### src/cgm_pkg.sv
`timescale 1ns / 1ps
`default_nettype none

package cgm_pkg;

  localparam int POS_W     = 16;
  localparam int COL_W     = 8;
  localparam int PROD_W    = POS_W + COL_W;
  localparam int DIV_STEPS = PROD_W;
  localparam int STEP_W    = $clog2(DIV_STEPS);

  typedef enum logic [1:0] {
    ACT_CLEAR  = 2'd0,
    ACT_ADD    = 2'd1,
    ACT_LOOKUP = 2'd2
  } action_t;

  localparam logic [1:0] STATUS_OK    = 2'd0;
  localparam logic [1:0] STATUS_EMPTY = 2'd1;
  localparam logic [1:0] STATUS_FULL  = 2'd2;

  typedef enum logic [2:0] {
    ST_IDLE,
    ST_SCAN,
    ST_MULT,
    ST_DIV,
    ST_FINISH
  } state_t;

  typedef struct packed {
    logic [POS_W-1:0] pos;
    logic [COL_W-1:0] red;
    logic [COL_W-1:0] green;
    logic [COL_W-1:0] blue;
  } stop_t;

  // commands broadcast to every cell of the stop chain
  typedef struct packed {
    logic  insert;
    logic  rotate;
    stop_t fresh;
  } cell_cmd_t;

  // default ramp after reset
  localparam stop_t STOP_FIRST = '{pos: 16'd0, red: 8'd0, green: 8'd173, blue: 8'd255};
  localparam stop_t STOP_LAST  = '{pos: 16'd65535, red: 8'd255, green: 8'd0, blue: 8'd0};

endpackage

`default_nettype wire

### src/cgm_cell.sv
`timescale 1ns / 1ps
`default_nettype none

module cgm_cell (
  input  wire logic                   clk,
  input  wire logic                   rst,
  input  wire cgm_pkg::stop_t         rst_stop,
  input  wire cgm_pkg::cell_cmd_t     cmd,
  input  wire logic                   live,
  input  wire cgm_pkg::stop_t         left_stop,
  input  wire logic                   left_open,
  input  wire cgm_pkg::stop_t         right_stop,
  output cgm_pkg::stop_t              stop,
  output logic                        open
);
  import cgm_pkg::*;

  // this cell sits at or after the insertion point of the new stop
  assign open = !live || (cmd.fresh.pos < stop.pos);

  // insert shifts the tail right by one, rotate moves every stop left by one
  always_ff @(posedge clk) begin
    if (rst) begin
      stop <= rst_stop;
    end else if (cmd.insert && open) begin
      stop <= left_open ? left_stop : cmd.fresh;
    end else if (cmd.rotate) begin
      stop <= right_stop;
    end
  end

endmodule

`default_nettype wire

### src/cgm_lane.sv
`timescale 1ns / 1ps
`default_nettype none

module cgm_lane (
  input  wire logic                       clk,
  input  wire logic                       load,
  input  wire logic                       step,
  input  wire logic [cgm_pkg::COL_W-1:0]  cur,
  input  wire logic [cgm_pkg::COL_W-1:0]  prev,
  input  wire logic [cgm_pkg::POS_W-1:0]  num,
  input  wire logic [cgm_pkg::POS_W-1:0]  den,
  output logic      [cgm_pkg::COL_W-1:0]  color
);
  import cgm_pkg::*;

  logic              neg;
  logic [COL_W-1:0]  base;
  logic [COL_W-1:0]  mag;
  logic [PROD_W-1:0] quo;
  logic [POS_W-1:0]  rem;
  logic [POS_W:0]    shifted;
  logic              fits;

  // magnitude of the color difference, sign kept apart
  assign mag = (prev < cur) ? (cur - prev) : (prev - cur);

  // one restoring division step per cycle while step is high
  assign shifted = {rem, quo[PROD_W-1]};
  assign fits    = shifted >= {1'b0, den};

  always_ff @(posedge clk) begin
    if (load) begin
      neg  <= prev < cur;
      base <= cur;
      quo  <= PROD_W'(mag) * PROD_W'(num);
      rem  <= '0;
    end else if (step) begin
      rem <= fits ? POS_W'(shifted - {1'b0, den}) : shifted[POS_W-1:0];
      quo <= {quo[PROD_W-2:0], fits};
    end
  end

  // quotient never exceeds the color difference, so the sum stays in range
  assign color = neg ? (base - quo[COL_W-1:0]) : (base + quo[COL_W-1:0]);

endmodule

`default_nettype wire

### src/color_gradient_map.sv
`timescale 1ns / 1ps
`default_nettype none

// Piecewise linear color ramp over a sorted table of up to MAX_POINTS color
// stops (16-bit position, 65535 = 1.0, and 8-bit red, green, blue). Action
// clear empties the table, add inserts a stop after all stops of equal or
// lower position (status 2 and the stop dropped when full), lookup returns
// the color interpolated between the enclosing stops, clamped to the end
// colors outside them, or status 1 on an empty table. Every transfer in
// gives exactly one transfer out. After reset the table holds a two-stop
// blue-to-red ramp. Clear, add and unused action codes are answered
// without leaving the idle state. A lookup rotates the whole stop chain
// past its head cell, then runs a multiply, the bit-serial divider and a
// final step to form the result, the last three only when it interpolates.
// One item is worked on at a time; a result held in the output register
// holds off the next input until its own transfer.
module color_gradient_map #(
  parameter int MAX_POINTS = 8
) (
  input  wire logic        clk,
  input  wire logic        rst,
  input  wire logic        in_valid,
  output logic             in_ready,
  input  wire logic [1:0]  action,
  input  wire logic [15:0] position,
  input  wire logic [7:0]  in_red,
  input  wire logic [7:0]  in_green,
  input  wire logic [7:0]  in_blue,
  output logic             out_valid,
  input  wire logic        out_ready,
  output logic [7:0]       out_red,
  output logic [7:0]       out_green,
  output logic [7:0]       out_blue,
  output logic [1:0]       status
);
  import cgm_pkg::*;

  localparam int CW = $clog2(MAX_POINTS + 1);
  localparam int JW = $clog2(MAX_POINTS);

  state_t            state, state_next;
  logic [CW-1:0]     count;
  logic [JW-1:0]     scan_idx;
  logic [STEP_W-1:0] step_cnt;
  logic [POS_W-1:0]  pos_q;
  logic              found;
  logic              first;
  stop_t             cur_stop;
  stop_t             prev_stop;
  logic [POS_W-1:0]  den;

  stop_t             stops [MAX_POINTS];
  logic              opens [MAX_POINTS];
  cell_cmd_t         cmd;

  logic              accept;
  logic              full;
  logic              rotate;
  logic              lane_load;
  logic              lane_step;
  logic              scan_last;
  logic              live_head;
  logic              hit;
  logic              found_now;
  logic              first_now;
  stop_t             cur_now;
  stop_t             prev_now;
  logic [POS_W-1:0]  num;
  logic [COL_W-1:0]  lane_red, lane_green, lane_blue;

  assign accept = in_valid && in_ready;
  assign full   = count == CW'(MAX_POINTS);

  // broadcast to the chain
  assign cmd.insert = accept && (action == ACT_ADD) && !full;
  assign cmd.rotate = rotate;
  assign cmd.fresh  = '{pos: position, red: in_red, green: in_green, blue: in_blue};

  // row of stop cells
  for (genvar k = 0; k < MAX_POINTS; k++) begin : g_cell
    localparam int RIGHT = (k + 1) % MAX_POINTS;
    stop_t rst_stop;
    stop_t left_stop;
    logic  left_open;

    assign rst_stop  = (k == 0) ? STOP_FIRST : ((k == 1) ? STOP_LAST : '0);
    assign left_stop = (k == 0) ? '0 : stops[(k == 0) ? 0 : k - 1];
    assign left_open = (k == 0) ? 1'b0 : opens[(k == 0) ? 0 : k - 1];

    cgm_cell u_cell (
      .clk        (clk),
      .rst        (rst),
      .rst_stop   (rst_stop),
      .cmd        (cmd),
      .live       (CW'(k) < count),
      .left_stop  (left_stop),
      .left_open  (left_open),
      .right_stop (stops[RIGHT]),
      .stop       (stops[k]),
      .open       (opens[k])
    );
  end

  // head cell examined during the scan
  assign scan_last = scan_idx == JW'(MAX_POINTS - 1);
  assign live_head = CW'(scan_idx) < count;
  assign hit       = !found && live_head && (pos_q < stops[0].pos);
  assign found_now = found || hit;
  assign first_now = hit ? (scan_idx == '0) : first;
  assign cur_now   = hit ? stops[0] : cur_stop;
  assign prev_now  = (live_head && !found_now) ? stops[0] : prev_stop;

  assign num = cur_stop.pos - pos_q;

  // interpolation lanes
  cgm_lane u_lane_red (
    .clk (clk), .load (lane_load), .step (lane_step),
    .cur (cur_stop.red), .prev (prev_stop.red), .num (num), .den (den),
    .color (lane_red)
  );

  cgm_lane u_lane_green (
    .clk (clk), .load (lane_load), .step (lane_step),
    .cur (cur_stop.green), .prev (prev_stop.green), .num (num), .den (den),
    .color (lane_green)
  );

  cgm_lane u_lane_blue (
    .clk (clk), .load (lane_load), .step (lane_step),
    .cur (cur_stop.blue), .prev (prev_stop.blue), .num (num), .den (den),
    .color (lane_blue)
  );

  // next state
  always_comb begin
    state_next = state;
    case (state)
      ST_IDLE: begin
        if (accept && (action == ACT_LOOKUP) && (count != '0)) begin
          state_next = ST_SCAN;
        end
      end
      ST_SCAN: begin
        if (scan_last) begin
          state_next = (found_now && !first_now) ? ST_MULT : ST_IDLE;
        end
      end
      ST_MULT: begin
        state_next = ST_DIV;
      end
      ST_DIV: begin
        if (step_cnt == STEP_W'(DIV_STEPS - 1)) begin
          state_next = ST_FINISH;
        end
      end
      ST_FINISH: begin
        state_next = ST_IDLE;
      end
      default: begin
        state_next = ST_IDLE;
      end
    endcase
  end

  // control outputs
  always_comb begin
    in_ready  = 1'b0;
    rotate    = 1'b0;
    lane_load = 1'b0;
    lane_step = 1'b0;
    case (state)
      ST_IDLE:   in_ready  = !out_valid || out_ready;
      ST_SCAN:   rotate    = 1'b1;
      ST_MULT:   lane_load = 1'b1;
      ST_DIV:    lane_step = 1'b1;
      ST_FINISH: ;
      default:   ;
    endcase
  end

  // control registers
  always_ff @(posedge clk) begin
    if (rst) begin
      state <= ST_IDLE;
      count <= CW'(2);
    end else begin
      state <= state_next;
      if (accept && (action == ACT_CLEAR)) begin
        count <= '0;
      end else if (cmd.insert) begin
        count <= count + CW'(1);
      end
    end
  end

  // scan and divider bookkeeping
  always_ff @(posedge clk) begin
    if (accept) begin
      pos_q     <= position;
      scan_idx  <= '0;
      found     <= 1'b0;
      first     <= 1'b0;
    end else if (state == ST_SCAN) begin
      scan_idx  <= scan_idx + JW'(1);
      found     <= found_now;
      first     <= first_now;
      cur_stop  <= cur_now;
      prev_stop <= prev_now;
    end
    if (state == ST_MULT) begin
      den      <= cur_stop.pos - prev_stop.pos;
      step_cnt <= '0;
    end else if (state == ST_DIV) begin
      step_cnt <= step_cnt + STEP_W'(1);
    end
  end

  // output register
  always_ff @(posedge clk) begin
    if (rst) begin
      out_valid <= 1'b0;
    end else begin
      if (out_valid && out_ready) begin
        out_valid <= 1'b0;
      end
      if (accept && !((action == ACT_LOOKUP) && (count != '0))) begin
        out_valid <= 1'b1;
      end else if ((state == ST_SCAN) && scan_last && !(found_now && !first_now)) begin
        out_valid <= 1'b1;
      end else if (state == ST_FINISH) begin
        out_valid <= 1'b1;
      end
    end
  end

  always_ff @(posedge clk) begin
    if (accept) begin
      out_red   <= '0;
      out_green <= '0;
      out_blue  <= '0;
      case (action)
        ACT_ADD:    status <= full ? STATUS_FULL : STATUS_OK;
        ACT_LOOKUP: status <= (count == '0) ? STATUS_EMPTY : STATUS_OK;
        default:    status <= STATUS_OK;
      endcase
    end else if ((state == ST_SCAN) && scan_last) begin
      // below the first stop or at or beyond the last one
      if (found_now) begin
        out_red   <= cur_now.red;
        out_green <= cur_now.green;
        out_blue  <= cur_now.blue;
      end else begin
        out_red   <= prev_now.red;
        out_green <= prev_now.green;
        out_blue  <= prev_now.blue;
      end
    end else if (state == ST_FINISH) begin
      out_red   <= lane_red;
      out_green <= lane_green;
      out_blue  <= lane_blue;
    end
  end

endmodule

`default_nettype wire

### config.mk
export PLATFORM = sky130hd
export DESIGN_NAME = color_gradient_map
export DESIGN_NICKNAME = d
export VERILOG_FILES = /design/src/cgm_pkg.sv /design/src/cgm_cell.sv /design/src/cgm_lane.sv /design/src/color_gradient_map.sv
export SDC_FILE = /design/constraint.sdc
export NUM_CORES = 2
export LEC_CHECK = 0
export BUFFER_PORTS_ARGS = -buffer_cell sky130_fd_sc_hd__buf_2
export CAP_MARGIN = 15
export CORE_MARGIN = 2
export CORE_UTILIZATION = 65
export DETAILED_ROUTE_END_ITERATION = 7
export PLACE_DENSITY = 0.82
export SLEW_MARGIN = 0
export SYNTH_ARGS = -nofsm -noshare
export SYNTH_HDL_FRONTEND = slang
export SYNTH_HIERARCHICAL = 1
export SYNTH_SLANG_ARGS = --single-unit
### constraint.sdc
create_clock -name clk -period 8.3 [get_ports clk]
set_input_delay 0.83 -clock clk [delete_from_list [all_inputs] [get_ports clk]]
set_output_delay 0.83 -clock clk [all_outputs]
set_load 0.01 [all_outputs]
# Word-level counts from Yosys, hierarchy flattened
# Index checks and enable logic that the tools add are counted.
# word_totals
ff_bits	623
out_inout_bits	28
in_bits	46
wordCells	264
# op_classes
n_addsub	20
mux	68
magnitude_cmp	24
reduce_logical	70
bitwise_logic	1
eq_ne	12
multipliers	3
# op_table
operator	n
40-bit 2-to-1 mux	23
24-bit 2-to-1 mux	8
16-bit less-than comparator	9
8-bit 2-to-1 mux	15
16-bit subtractor	5
8-bit by 16-bit multiplier with 24-bit output	3
8-bit subtractor	9
17-bit by 16-bit >= comparator with 1-bit output	3
16-bit 2-to-1 mux	3
8-bit adder	3
8-bit less-than comparator	3
1-bit logical AND	23
2-bit nonzero test	11
3-bit by 4-bit less-than comparator with 1-bit output, first input constant	4
1-bit logical NOT	15
3-bit case mux with 4 select lines	1
1-bit logical OR	10
1-bit 2-to-1 mux	10
3-bit 2-to-1 mux	3
3-bit AND reduction	3
1-bit by 4-bit less-than comparator with 1-bit output, first input constant	2
2-bit by 4-bit less-than comparator with 1-bit output, first input constant	2
2-bit 2-to-1 mux	4
4-bit nonzero test	2
19 further kinds	24

# Logic depth before layout (Yosys ltp)
# logic_depth
depth_word	10
mapped_depth	29
mapped_depth_nobuf	28

# Modules after synthesis
# The synthesis kept the hierarchy.
# by_module_without_submodules
module	n_inst	area_per_inst_um2	seq_area_each_um2	cells_each
cgm_cell	8	3084.2	1201.2	298
cgm_lane (u_lane_green)	1	8356.8	1311.3	952
color_gradient_map	1	8149.1	4264.1	668
cgm_lane (u_lane_blue)	1	8090.3	1311.3	917
cgm_lane (u_lane_red)	1	7975.1	1311.3	879

# Worst setup path before layout
# OpenSTA, ideal clock, no wires.
# synth_timing
kind	register -> register
startpoint	register pos_q[0]
endpoint	register u_lane_blue.quo[21] (data pin)
synth_period_minus_slack_ns	6.833
n_path_buf	1
stages_incl_launch_ff	26
slack_ns	1.467
arrival_ns	6.573
cell_sequence	edfxtp_1 > ha_1 > fa_1 > nor2b_1 > o31a_1 > o211ai_1 > a21o_1 > a31oi_1 > a21o_1 > a21oi_1 > xnor2_1 > and2_1 > fa_1 > fa_1 > fa_1 > inv_1 > fa_1 > inv_1 > ha_1 > clkbuf_1 > a21oi_1 > o21ai_0 > a2111oi_0 > a2bb2oi_1 > xnor2_1 > mux2_2
# synth_between
elab_chain_len	3
# synth_lines
item	line_no	text
start, declared	color_gradient_map.sv:45	logic [POS_W-1:0] pos_q;
start signal, assigned	color_gradient_map.sv:199	pos_q <= position;
16-bit subtractor	color_gradient_map.sv:113	assign num = cur_stop.pos - pos_q;
named net num[14]	color_gradient_map.sv:68	logic [POS_W-1:0] num;
8-bit by 16-bit multiplier with 24-bit output	cgm_lane.sv:35	quo <= PROD_W'(mag) * PROD_W'(num);
24-bit 2-to-1 mux	cgm_lane.sv:32	if (load) begin
end signal, assigned	cgm_lane.sv:35	
end signal, assigned	cgm_lane.sv:39	quo <= {quo[PROD_W-2:0], fits};
end, declared	cgm_lane.sv:19	logic [PROD_W-1:0] quo;
# The timed path passes the listed nets, and every way through them passes these cells.
# A chain may end at the register's enable or synchronous reset.

# Worst setup path after layout
# layout_timing
startpoint	register prev_stop[16] (netlist name)
endpoint	register u_lane_red.quo[21] (data pin)
# layout_between
elab_chain_len	4
elab_cells_between_ends	6
classes_between	2 x add/sub; 1 x mul; 1 x order compare; 2 x mux
# layout_lines
item	line_no	text
start, declared	color_gradient_map.sv:49	stop_t prev_stop;
start signal, assigned	color_gradient_map.sv:208	prev_stop <= prev_now;
8-bit subtractor or 8-bit less-than comparator (tied branches)	cgm_lane.sv:25	assign mag = (prev < cur) ? (cur - prev) : (prev - cur);
8-bit 2-to-1 mux (*)	cgm_lane.sv:25	
8-bit by 16-bit multiplier with 24-bit output (*)	cgm_lane.sv:35	
24-bit 2-to-1 mux (*)	cgm_lane.sv:32	
end signal, assigned	cgm_lane.sv:35	
end signal, assigned	cgm_lane.sv:39	
end, declared	cgm_lane.sv:19	
# Every way passes the cells marked *; elsewhere a longest branch is shown, timed or not.

==> impl_metrics.ini <==
[cells_and_area]
stdcell_count = 7221
final_common_cell = inv_1
post-route-util = 0.7103
nets = 6737
fillers = 6362
drive_gt1_frac = 0.08381
final_cell_mix = inv_1, nand2_1, edfxtp_1
area_growth_pct = 7.990

[worst_setup_path]
r2r_cells = 27
r2r_slack_ns = 0.84
end_kind = register
start_kind = register
crit_required_ns = 8.70
timing.rr.start = prev_stop[16]
cp-endpoint = u_lane_red/quo[21]
critical_path_class = register to register
critical_path.reg2reg.endpoint = u_lane_red/quo[21]
cp_max_fo = 16
crit_start = prev_stop[16]
arrival_ns = 7.85

[drt]
wl_per_cell_um = 24.15
drtIter0Drc = 5932
vias = 48370
wl_mm = 174.4
ant_nets = 0
drc_errors = 0
via_per_inst = 6.698
drt-pass1-iter-count = 7

[timing]
finalWorstSetupSlack_ns = 0.8448
relSlewSlack = 0.2164
finClkSkew_ns = 0.03275
finalSetupTns_ns = 0
finalHoldViolCount = 0
final.period_utilization = 0.8982
grt_setup_unrepaired = no
tightest_slew_ns = 1.174
fmax_mhz = 134.1
setup_viol = 0
slew_violations = 0
fin_crit_ns = 7.455

[placed_design]
post-place-cells = 7074
dp_slack_ns = 0.9379
portBuffers = 73
dp.final_hpwl_mm = 113.9
finalWeightedCongestion = 0.9430

[pwr]
p_comb_frac = 0.692
powerDensity_nw_per_um2 = 391.2
clock_power_share = 0.140
total_power_mw = 24.18
p_int_mw = 12.49
ir_worst_vdd_v = 0.0006309
p_leak_nw = 27.58
switching_share = 0.4835
seq_power_share = 0.168
p_switching_mw = 11.69

[grt]
antenna_found_initial = 6
grt_pass1_wl_mm = 271.1
grt_max_degree = 138
grt_use_total = 0.3807
first_global_vias = 48210
grt-ovfl-total = 0

[clock_tree]
root_buffer = clkbuf_16
numCtsBuffers = 76
clk_pin_slew_ns = 0.06
cts_hold_buf = 0
post_cts_buffers = 0
cts_resized = 0
cts_tree = done
clkLatencyLatePin_ns = 0.66
h-tree-depth = 3
max-clock-path-buffers = 3
numClockSinks = 623

[logic_synthesis]
postSynthCellCount = 5799
syn_area_um2 = 57240
synth.avg_cell_area_um2 = 9.870
ys_warn_count = 6

[die]
start_util = 0.6577
die_height_um = 300.7
die-area_um2 = 90440
fp-row-count = 108
core-area_um2 = 87020
top_level_ports = 74
die_width_um = 300.7

[run]
drv_cap = 0

[min_path]
worstHoldPathType = register to register

[outcome]
status = finished clean
[worst min-delay path by stage]
stage / slack, ns / to / cells past startpoint / start
after floorplan: 0.43 / first / 2 / first
after global placement: 0.44 / first / 2 / first
after detailed placement: 0.47 / u_lane_red/rem[10] / 2 / u_lane_red/rem[10]
after CTS: 0.48 / u_lane_red/rem[10] / 2 / u_lane_red/rem[10]
after global routing: 0.50 / first / 2 / first
final: 0.48 / u_lane_red/rem[10] / 2 / u_lane_red/rem[10]
[sequential cells by signal, summed over array words and instances, names as in the netlist, 3 cells and up]
register and flops:
count 4, cur_stop 40, den 16, g_cell.u_cell/stop 320, out_blue 8, out_green 8
out_red 8, pos_q 16, prev_stop 40, scan_idx 3, state 3, step_cnt 5
u_lane_blue/base 8, u_lane_blue/quo 24, u_lane_blue/rem 16, u_lane_green/base 8, u_lane_green/quo 24, u_lane_green/rem 16
u_lane_red/base 8, u_lane_red/quo 24, u_lane_red/rem 16
[stage by stage]
stage                     area (µm²)  hold WS, ns
final                          61810       0.4846
after global routing           61800       0.4999
after CTS                      61740       0.4844
after detailed placement       59280       0.4734
after global placement         59270       0.4431
after floorplan                58580       0.4347
[cell type report]
type | count | area [µm²] | share of cell area
antenna | 5 | 12.51 | 0.0002024
clock buffer | 102 | 2123 | 0.03435
clock inverter | 37 | 341.6 | 0.005526
inverter | 649 | 2441 | 0.03949
multi-input combinational | 4484 | 36520 | 0.5909
sequential | 623 | 17810 | 0.2881
tap | 1155 | 1445 | 0.02338
timing repair buffer | 166 | 1117 | 0.01808
[layer usage]
layer / up-vias / GRT usage / share of wire
met5: - / 0 / 0.000069
met4: 2 / 0.2125 / 0.060
met3: 746 / 0.08211 / 0.11
met2: 3200 / 0.5945 / 0.44
met1: 22950 / 0.4934 / 0.38
li1: 21470 / - / -
[power by group through the flow]
stage / Sequential, mW / Combinational [mW] / Clock, mW
global placement: 4.08 / 16.0 / 0
finish: 4.05 / 16.7 / 3.38
CTS: 4.03 / 16.5 / 3.40
global route: 4.07 / 18.9 / 3.51
floorplan: 3.98 / 12.8 / 0
detailed placement: 4.10 / 16.4 / 0
[critical path, stage by stage (launching register included)]
cell	delay, ns
edfxtp_1	0.45
inv_1	0.09
ha_1	0.19
inv_1	0.06
fa_1	0.40
a21oi_1	0.29
o211ai_2	0.17
o31ai_4	0.19
buf_4	0.24
nand2_1	0.08
o31a_1	0.14
xor2_2	0.66
nand2_1	0.16
fa_1	0.52
fa_1	0.55
inv_1	0.05
fa_1	0.48
inv_1	0.05
fa_1	0.48
inv_1	0.05
ha_1	0.37
o211ai_1	0.12
a21oi_1	0.22
o21ai_0	0.19
o21ai_0	0.41
a41oi_1	0.20
xnor2_1	0.15
mux2_2	0.26
Power figures use the tool's default switching activity.
